### config.mk
export PLATFORM = sky130hd
export DESIGN_NAME = lfr_ctrl
export DESIGN_NICKNAME = d
export VERILOG_FILES = /design/src/hdl/lfr_pkg.sv /design/src/hdl/lfr_ctrl.sv
export SDC_FILE = /design/constraint.sdc
export NUM_CORES = 1
export LEC_CHECK = 0
export BUFFER_PORTS_ARGS = -buffer_cell sky130_fd_sc_hd__buf_2
export CAP_MARGIN = 20
export CORE_ASPECT_RATIO = 0.6
export CORE_MARGIN = 2
export CORE_UTILIZATION = 52
export CTS_CLUSTER_DIAMETER = 100
export DETAILED_ROUTE_END_ITERATION = 10
export PLACE_DENSITY_LB_ADDON = 0.15
export SETUP_SLACK_MARGIN = 0.3
export SLEW_MARGIN = 20
export SYNTH_ARGS = -nofsm -noshare
export SYNTH_HDL_FRONTEND = slang
export SYNTH_SLANG_ARGS = --single-unit
### constraint.sdc
create_clock -name clk -period 2.54 [get_ports clk]
set_input_delay 0.254 -clock clk [delete_from_list [all_inputs] [get_ports clk]]
set_output_delay 0.254 -clock clk [all_outputs]
set_load 0.05 [all_outputs]
### src/hdl/lfr_pkg.sv
// Shared types, constants and register codes of the lossy multichannel frame ring.
`default_nettype none
package lfr_pkg;

  localparam int SAMPLE_W = 16;
  localparam int CAP_W = 11;
  localparam int CHAN_W = 4;
  localparam int NUM_LANES = 8;
  localparam int CFG_IDX_W = 2;

  localparam int DEF_RING_SLOTS = 1024;
  localparam int DEF_MAX_CHANNELS = 8;

  localparam logic [CAP_W-1:0] CAP_RESET = 11'd1024;
  localparam logic [CHAN_W-1:0] CHAN_RESET = 4'd2;
  localparam logic [CAP_W-1:0] CAP_REG_MAX = 11'd2047;

  localparam logic CMD_PUSH = 1'b0;
  localparam logic CMD_POP = 1'b1;

  localparam logic [CFG_IDX_W-1:0] REG_CAPACITY = 2'd0;
  localparam logic [CFG_IDX_W-1:0] REG_CHANNELS = 2'd1;

  typedef logic signed [SAMPLE_W-1:0] sample_t;

  typedef struct packed {
    logic accept;
    logic write;
    logic read;
  } lfr_mem_ctl_t;

  typedef struct packed {
    logic frame_valid;
    logic [CAP_W-1:0] frames_held;
    logic frames_lost;
  } lfr_status_t;

endpackage
`default_nettype wire

### src/hdl/lfr_ctrl.sv
// Ring control: configuration registers, positions, held count and lapped flag.
`default_nettype none
module lfr_ctrl #(
  parameter int RING_SLOTS = lfr_pkg::DEF_RING_SLOTS,
  parameter int MAX_CHANNELS = lfr_pkg::DEF_MAX_CHANNELS,
  parameter int PW = $clog2(RING_SLOTS)
) (
  input  wire logic                             clk,
  input  wire logic                             rst,
  input  wire logic                             cfg_write,
  input  wire logic [lfr_pkg::CFG_IDX_W-1:0]    cfg_index,
  input  wire logic [lfr_pkg::CAP_W-1:0]        cfg_data,
  input  wire logic                             accept,
  input  wire logic                             command,
  output lfr_pkg::lfr_mem_ctl_t                 mem_ctl,
  output logic [PW-1:0]                         wr_addr,
  output logic [PW-1:0]                         rd_addr,
  output logic [lfr_pkg::CHAN_W-1:0]            chans,
  output lfr_pkg::lfr_status_t                  status
);

  localparam int AW = (PW + 1 > lfr_pkg::CAP_W) ? PW + 1 : lfr_pkg::CAP_W;
  localparam int CapLimitInt = (RING_SLOTS > 2047) ? 2047 : RING_SLOTS;
  localparam logic [lfr_pkg::CAP_W-1:0] CapLimit = lfr_pkg::CAP_W'(CapLimitInt);
  localparam logic [lfr_pkg::CHAN_W-1:0] ChanLimit = lfr_pkg::CHAN_W'(MAX_CHANNELS);

  logic [lfr_pkg::CAP_W-1:0] cap_reg;
  logic [lfr_pkg::CHAN_W-1:0] chan_reg;
  logic [PW-1:0] wpos;
  logic [PW-1:0] rpos;
  logic [lfr_pkg::CAP_W-1:0] held;
  logic lapped;

  logic [lfr_pkg::CAP_W-1:0] cap_nz;
  logic [lfr_pkg::CAP_W-1:0] cap;
  logic [lfr_pkg::CHAN_W-1:0] chan_nz;
  logic [AW-1:0] wpos_inc;
  logic [AW-1:0] rpos_inc;
  logic [PW-1:0] wpos_next;
  logic [PW-1:0] rpos_next;
  logic is_push;
  logic full;

  always_comb begin
    cap_nz = (cap_reg == '0) ? lfr_pkg::CAP_W'(1) : cap_reg;
    cap = (cap_nz > CapLimit) ? CapLimit : cap_nz;
    chan_nz = (chan_reg == '0) ? lfr_pkg::CHAN_W'(1) : chan_reg;
    chans = (chan_nz > ChanLimit) ? ChanLimit : chan_nz;
    wpos_inc = AW'(wpos) + AW'(1);
    rpos_inc = AW'(rpos) + AW'(1);
    wpos_next = (wpos_inc >= AW'(cap)) ? '0 : wpos_inc[PW-1:0];
    rpos_next = (rpos_inc >= AW'(cap)) ? '0 : rpos_inc[PW-1:0];
    is_push = (command == lfr_pkg::CMD_PUSH);
    full = (held >= cap);
    mem_ctl.accept = accept;
    mem_ctl.write = accept && is_push;
    mem_ctl.read = accept && !is_push && (held != '0);
    wr_addr = wpos;
    rd_addr = rpos;
  end

  always_ff @(posedge clk) begin
    if (rst) begin
      cap_reg <= lfr_pkg::CAP_RESET;
      chan_reg <= lfr_pkg::CHAN_RESET;
      wpos <= '0;
      rpos <= '0;
      held <= '0;
      lapped <= 1'b0;
      status <= '0;
    end else if (cfg_write) begin
      unique case (cfg_index)
        lfr_pkg::REG_CAPACITY: begin
          cap_reg <= cfg_data;
          wpos <= '0;
          rpos <= '0;
          held <= '0;
          lapped <= 1'b0;
        end
        lfr_pkg::REG_CHANNELS: begin
          chan_reg <= cfg_data[lfr_pkg::CHAN_W-1:0];
        end
        default: begin
        end
      endcase
    end else if (accept) begin
      if (is_push) begin
        wpos <= wpos_next;
        status.frame_valid <= 1'b0;
        status.frames_lost <= 1'b0;
        if (full) begin
          rpos <= rpos_next;
          lapped <= 1'b1;
          status.frames_held <= held;
        end else begin
          held <= held + lfr_pkg::CAP_W'(1);
          status.frames_held <= held + lfr_pkg::CAP_W'(1);
        end
      end else begin
        status.frames_lost <= lapped;
        lapped <= 1'b0;
        if (held != '0) begin
          rpos <= rpos_next;
          held <= held - lfr_pkg::CAP_W'(1);
          status.frame_valid <= 1'b1;
          status.frames_held <= held - lfr_pkg::CAP_W'(1);
        end else begin
          status.frame_valid <= 1'b0;
          status.frames_held <= held;
        end
      end
    end
  end

endmodule
`default_nettype wire

# After elaboration in Yosys (flattened, before gate mapping)
# Index checks and enable logic that the tools add are counted.
dict set report totals {
  n_memories 0
  mem_bits_rw 0
  out_inout_bits 40
  latchBits 0
  ff_bits 60
  word_cells 68
  input_bits 18
  mem_bits_ro 0
}
dict set report op_classes {
  mux 28
  n_reduce_logical 16
  add_sub_neg 4
  order_cmp 5
  multipliers 0
  div 0
  n_shift 0
  bitwise_logic 2
  n_eq_ne 4
}
# operator count
set ops {}
lappend ops {{$mux 10} 11}
lappend ops {{$mux 11} 8}
lappend ops {{$ge 11x11->1} 3}
lappend ops {{$add 10x1->11 const B} 2}
lappend ops {{$mux 13} 1}
lappend ops {{$mux 12} 1}
lappend ops {{$add 11x1->11 const B} 1}
lappend ops {{$gt 11x11->1 const B} 1}
lappend ops {{$logic_not 11->1} 1}
lappend ops {{$reduce_bool 11->1} 1}
lappend ops {{$sub 11x1->11 const B} 1}
lappend ops {{$reduce_and 3->1} 3}
lappend ops {{$mux 4} 2}
lappend ops {{$reduce_and 2->1} 3}
lappend ops {{$mux 1} 5}
lappend ops {{$gt 4x4->1 const B} 1}
lappend ops {{$logic_not 4->1} 1}
lappend ops {{$reduce_and 4->1} 1}
lappend ops {{$logic_and 1x1->1} 3}
lappend ops {{$ne 3x2->1 const B} 1}
lappend ops {{$reduce_bool 3->1} 1}
lappend ops {{$eq 2x1->1 const B} 1}
lappend ops {{$logic_not 2->1} 1}
lappend ops {{$ne 2x1->1 const B} 1}
lappend ops {{3 further kinds} 4}

# Depth between registers and ports, before layout
dict set report logic_depth {
  depth_word 10
  mapped_depth 13
  depth_no_buf 13
}

# Least setup slack after synthesis
# No wires, ideal clock.
dict set report synth_path {
  path_kind {register -> register}
  startpoint {reg rpos[2] (netlist: rd_addr[2])}
  endpoint {reg rpos[5] (netlist: rd_addr[5])}
  n_path_buf 0
  arrival_ps 3015
  period_less_slack_ps 3073
  t_required_ps 2481
  stages_incl_launch_ff 10
  slack_ps -533
  setup_ps 59
  path_cell_list {dfxtp_1 > and3_1 > and3_1 > nand3_1 > xnor2_1 > ha_1 > a2111oi_0 > nand3_1 > a21oi_1 > a21o_1}
}
dict set report synth_between {
  elab_chain_cells 7
  elab_cells_between_ends 8
  classes_between {add/sub: 1; order compare: 1; mux: 6}
}
# element line
set synth_lines {}
lappend synth_lines {{from (decl)} lfr_ctrl.sv:30} ;# logic [PW-1:0] rpos;
lappend synth_lines {{from (signal assigned)} lfr_ctrl.sv:92} ;# rpos <= rpos_next;
lappend synth_lines {{from (signal assigned)} lfr_ctrl.sv:103} ;# rpos <= rpos_next;
lappend synth_lines {{$add 10x1->11 *} lfr_ctrl.sv:50} ;# rpos_inc = AW'(rpos) + AW'(1);
lappend synth_lines {{$ge 11x11->1} lfr_ctrl.sv:52} ;# rpos_next = (rpos_inc >= AW'(cap)) ? '0 : rpos_inc[PW-1:0];
lappend synth_lines {{$mux 10 *} lfr_ctrl.sv:52}
lappend synth_lines {{$mux 10 (on tied branches)} {lfr_ctrl.sv:91, lfr_ctrl.sv:102}}
lappend synth_lines {{$mux 10 *} lfr_ctrl.sv:87} ;# if (is_push) begin
lappend synth_lines {{$mux 10 *} lfr_ctrl.sv:86} ;# end else if (accept) begin
lappend synth_lines {{$mux 10 *} lfr_ctrl.sv:71} ;# end else if (cfg_write) begin
# Mark *: on every way between the ends. The rest lies on a longest branch, timed or not. The select of a mux whose other input is x is not followed.
# A chain may end at the register's enable or synchronous reset.

# Worst setup path after layout
dict set report layout_path {
  startpoint {reg cap_reg[9] (netlist bit)}
  endpoint {reg wpos[3] (netlist: wr_addr[3])}
}
dict set report layout_between {
  elab_chain_cells 9
}
# element line
set layout_lines {}
lappend layout_lines {{from (decl)} lfr_ctrl.sv:27} ;# logic [lfr_pkg::CAP_W-1:0] cap_reg;
lappend layout_lines {{from (signal assigned)} lfr_ctrl.sv:64} ;# cap_reg <= lfr_pkg::CAP_RESET;
lappend layout_lines {{from (signal assigned)} lfr_ctrl.sv:74} ;# cap_reg <= cfg_data;
lappend layout_lines {{$logic_not 11->1} lfr_ctrl.sv:45} ;# cap_nz = (cap_reg == '0) ? lfr_pkg::CAP_W'(1) : cap_reg;
lappend layout_lines {{$mux 11 *} lfr_ctrl.sv:45}
lappend layout_lines {{$gt 11x11->1} lfr_ctrl.sv:46} ;# cap = (cap_nz > CapLimit) ? CapLimit : cap_nz;
lappend layout_lines {{$mux 11 *} lfr_ctrl.sv:46}
lappend layout_lines {{$ge 11x11->1 *} lfr_ctrl.sv:51} ;# wpos_next = (wpos_inc >= AW'(cap)) ? '0 : wpos_inc[PW-1:0];
lappend layout_lines {{$mux 10 *} lfr_ctrl.sv:51}
lappend layout_lines {{$mux 10 *} lfr_ctrl.sv:87}
lappend layout_lines {{$mux 10 *} lfr_ctrl.sv:86}
lappend layout_lines {{$mux 10 *} lfr_ctrl.sv:71}
lappend layout_lines {{to (signal assigned)} lfr_ctrl.sv:88} ;# wpos <= wpos_next;
lappend layout_lines {{to (decl)} lfr_ctrl.sv:29} ;# logic [PW-1:0] wpos;
# Marks and branches as above.

==> impl_metrics.py <==
metrics = {
    "run_status": {
        "status": "complete, but fails checks",
        "violations": "setup timing",
    },
    "final_layout": {
        "largest_reg_flops": 13,
        "layout.nets": 689,
        "diodes": 0,
        "area_growth_pct": 41.9,
        "drive_gt1_frac": 0.389,
        "layout_commonest_cell": "nand2_1",
        "postLayoutCoreUtil": 0.768,
        "final_cell_mix": "nand2_1 (82), buf_4 (65), buf_2 (56)",
    },
    "clock_tree": {
        "insertion_delay_ps": 340,
        "clock_path_buffers": 2,
        "h-tree-depth": 3,
        "clock-sinks": 60,
        "clockRootBuffer": "clkbuf_16",
        "clk_pin_slew_ps": 50,
        "numCtsBuffers": 9,
        "cts_tree": "yes",
        "ctsHoldBuffers": 0,
    },
    "global_routing": {
        "use_met2": 0.440,
        "met1_usage": 0.458,
        "grt_usage": 0.312,
        "grt_pass1_wl_microns": 19900,
        "grt_use_met3": 0.0939,
        "grt.busiest_layer": "met1",
        "antenna_found_initial": 0,
        "first_global_vias": 3908,
        "grt_max_degree": 26,
        "gr-total-overflow": 0,
    },
    "route": {
        "vias_per_cell": 6.07,
        "drc": 0,
        "drt-pass1-iter-count": 5,
        "drtIter0Drc": 529,
        "wirelength_microns": 13400,
        "vias": 4505,
        "wl_per_cell_microns": 18.0,
        "ant_nets": 0,
    },
    "place": {
        "dp_hpwl_microns": 8770,
        "portBuffers": 57,
        "gp_congestion": 0.958,
    },
    "sta": {
        "period_needed_ps": 2680,
        "timing.fmax_ghz": 0.374,
        "relSlewSlack": 0.545,
        "fin_skew_ps": 3.00,
        "worst_hold_slack_ps": 137,
        "worstMarginPinSlew_ps": 680,
        "maxSlewViolCount": 0,
        "fin_crit_sh": 1.05,
        "hold_violations": 0,
        "finalSetupViolCount": 27,
        "rsz0062_at_grt": "true",
        "worst_slack_ps": -136,
    },
    "worst_setup_path": {
        "timing.rr.start": "cap_reg[9]",
        "required_ps": 2760,
        "end_kind": "register",
        "criticalPathCategory": "reg2reg",
        "r2r_slack_ps": -140,
        "crit_arrival_ps": 2900,
        "critPathLaunch": "cap_reg[9]",
        "path_max_fanout": 7,
        "cp-start-kind": "register",
    },
    "synthesis": {
        "synth_area_sq_um": 3970,
        "yosysSeqAreaShare": 0.303,
        "ys_seq_elements": 60,
        "yosysWarnings": 0,
        "avgSynthCellArea_sq_um": 7.70,
        "synth_fp_nets": 571,
        "synth-edff-count": 0,
        "synth_ff_type": "dfxtp_1",
        "synth_cell_type_count": 61,
        "syn_inst": 515,
        "synthArstFlopShare": 0,
    },
    "power_and_ir_drop": {
        "power_leakage_nw": 2.57,
        "ir_drop_mv": 0.580,
        "powerDensity_nw_per_um2": 586,
    },
    "min_path": {
        "min_path_type": "in2reg",
        "min_from": "cfg_data[10]",
    },
    "floorplanning": {
        "ios": 58,
        "start_util": 0.541,
        "rows": 24,
        "die_w_microns": 117,
        "coreArea_sq_um": 7330,
        "die_area_sq_um": 8370,
        "die_h_microns": 71.7,
    },
    "run": {
        "maxCapViolCount": 0,
    },
}
-- report_power, final --
group,leakage (nW),switching (mW),internal (mW)
sequential,0.501,0.0588,0.988
clock,0.125,0.451,0.651
combinational,1.94,0.670,0.479
total,2.57,1.18,2.12
-- timing repair --
item                       CTS  global route
setup endpoints to repair   44            45
gates cloned                 1             0
gates resized for setup     47            44
pin swaps                   26            33
setup buffers               22             8
-- worst max-delay path, cell delays in order (launching register included) --
cell and delay (ps):
dfxtp_2 330, nor4_4 280, a31oi_1 140, nor2_1 200
buf_4 150, ha_1 110, nand2b_1 100, a21o_1 110
a21o_1 130, a21oi_2 80, o41ai_4 610, inv_2 100
a22o_1 210
-- layer usage --
metal  wire length [microns]  vias to the layer above
met5                       0                        -
met4                     204                        0
met3                    1420                       22
met2                    5720                      259
met1                    6010                     2132
li1                        -                     2092
-- metrics by stage --
step	setup WS (ps)	setup TNS (ps)	std cells	instance area [sq um]	total power [mW]
floorplan	-13.5	-96.6	515	4110	1.66
global placement	-39.1	-286	695	4740	1.88
detailed placement	-152	-795	695	4740	1.90
CTS	-10.1	-19.7	734	5380	3.13
global route	-290	-6710	742	5630	3.41
finish	-136	-1700	742	5630	3.30
-- synthesized netlist by cell type, types with 3 or more instances --
| cell type | count | area share |
|---|---|---|
| clkbuf_1 | 16 | 0.015 |
| inv_1 | 10 | 0.0095 |
| nor2_1 | 48 | 0.045 |
| a311oi_1 | 3 | 0.0066 |
| nand4_1 | 10 | 0.016 |
| nand3_1 | 21 | 0.026 |
| dfxtp_1 | 60 | 0.30 |
| xnor2_1 | 7 | 0.015 |
| and3_1 | 6 | 0.0095 |
| or3_1 | 3 | 0.0047 |
| o211ai_1 | 3 | 0.0057 |
| a21o_1 | 13 | 0.025 |
| mux2i_1 | 6 | 0.015 |
| or2_2 | 6 | 0.0095 |
| nor2b_1 | 8 | 0.013 |
| buf_2 | 6 | 0.0076 |
| nand2b_1 | 12 | 0.019 |
| ha_1 | 38 | 0.12 |
| nor3_1 | 13 | 0.016 |
| xor2_1 | 6 | 0.013 |
| a21oi_1 | 48 | 0.061 |
| a31oi_1 | 5 | 0.0079 |
| o21ai_0 | 20 | 0.025 |
| nand2_1 | 89 | 0.084 |
| nor4_1 | 5 | 0.0079 |
| o311a_1 | 3 | 0.0076 |
| a22o_1 | 4 | 0.0088 |
-- cell type report --
class | instances | area, sq um
inverter | 10 | 37.5
tap | 104 | 130
fill | 526 | 1700
multi-input combinational | 420 | 3030
sequential | 60 | 1260
clock inverter | 7 | 42.5
timing repair buffer | 132 | 905
clock buffer | 9 | 225
-- kinds of logic (layout without fill, tap and decap cells) --
kind of cell | count (synthesis) | count (layout) | synth area share
AOI/OAI and AO/OA | 125 | 125 | 0.208
xor gates and xnor gates | 13 | 13 | 0.0287
adders and majority gates | 38 | 38 | 0.120
buffers and inverters | 36 | 158 | 0.0388
DFF | 60 | 60 | 0.303
muxes | 6 | 6 | 0.0151
and+or+nand+nor | 237 | 238 | 0.286
-- path summary, 6_finish.rpt --
check | cells past startpoint | to
worst min-delay path | 2 | cap_reg[10]
worst max-delay path | 12 | wr_addr[3]
worst max register to register | 12 | wr_addr[3]
worst min register to register | 2 | status[8]
Note: power is estimated with default switching activity, not from simulation.
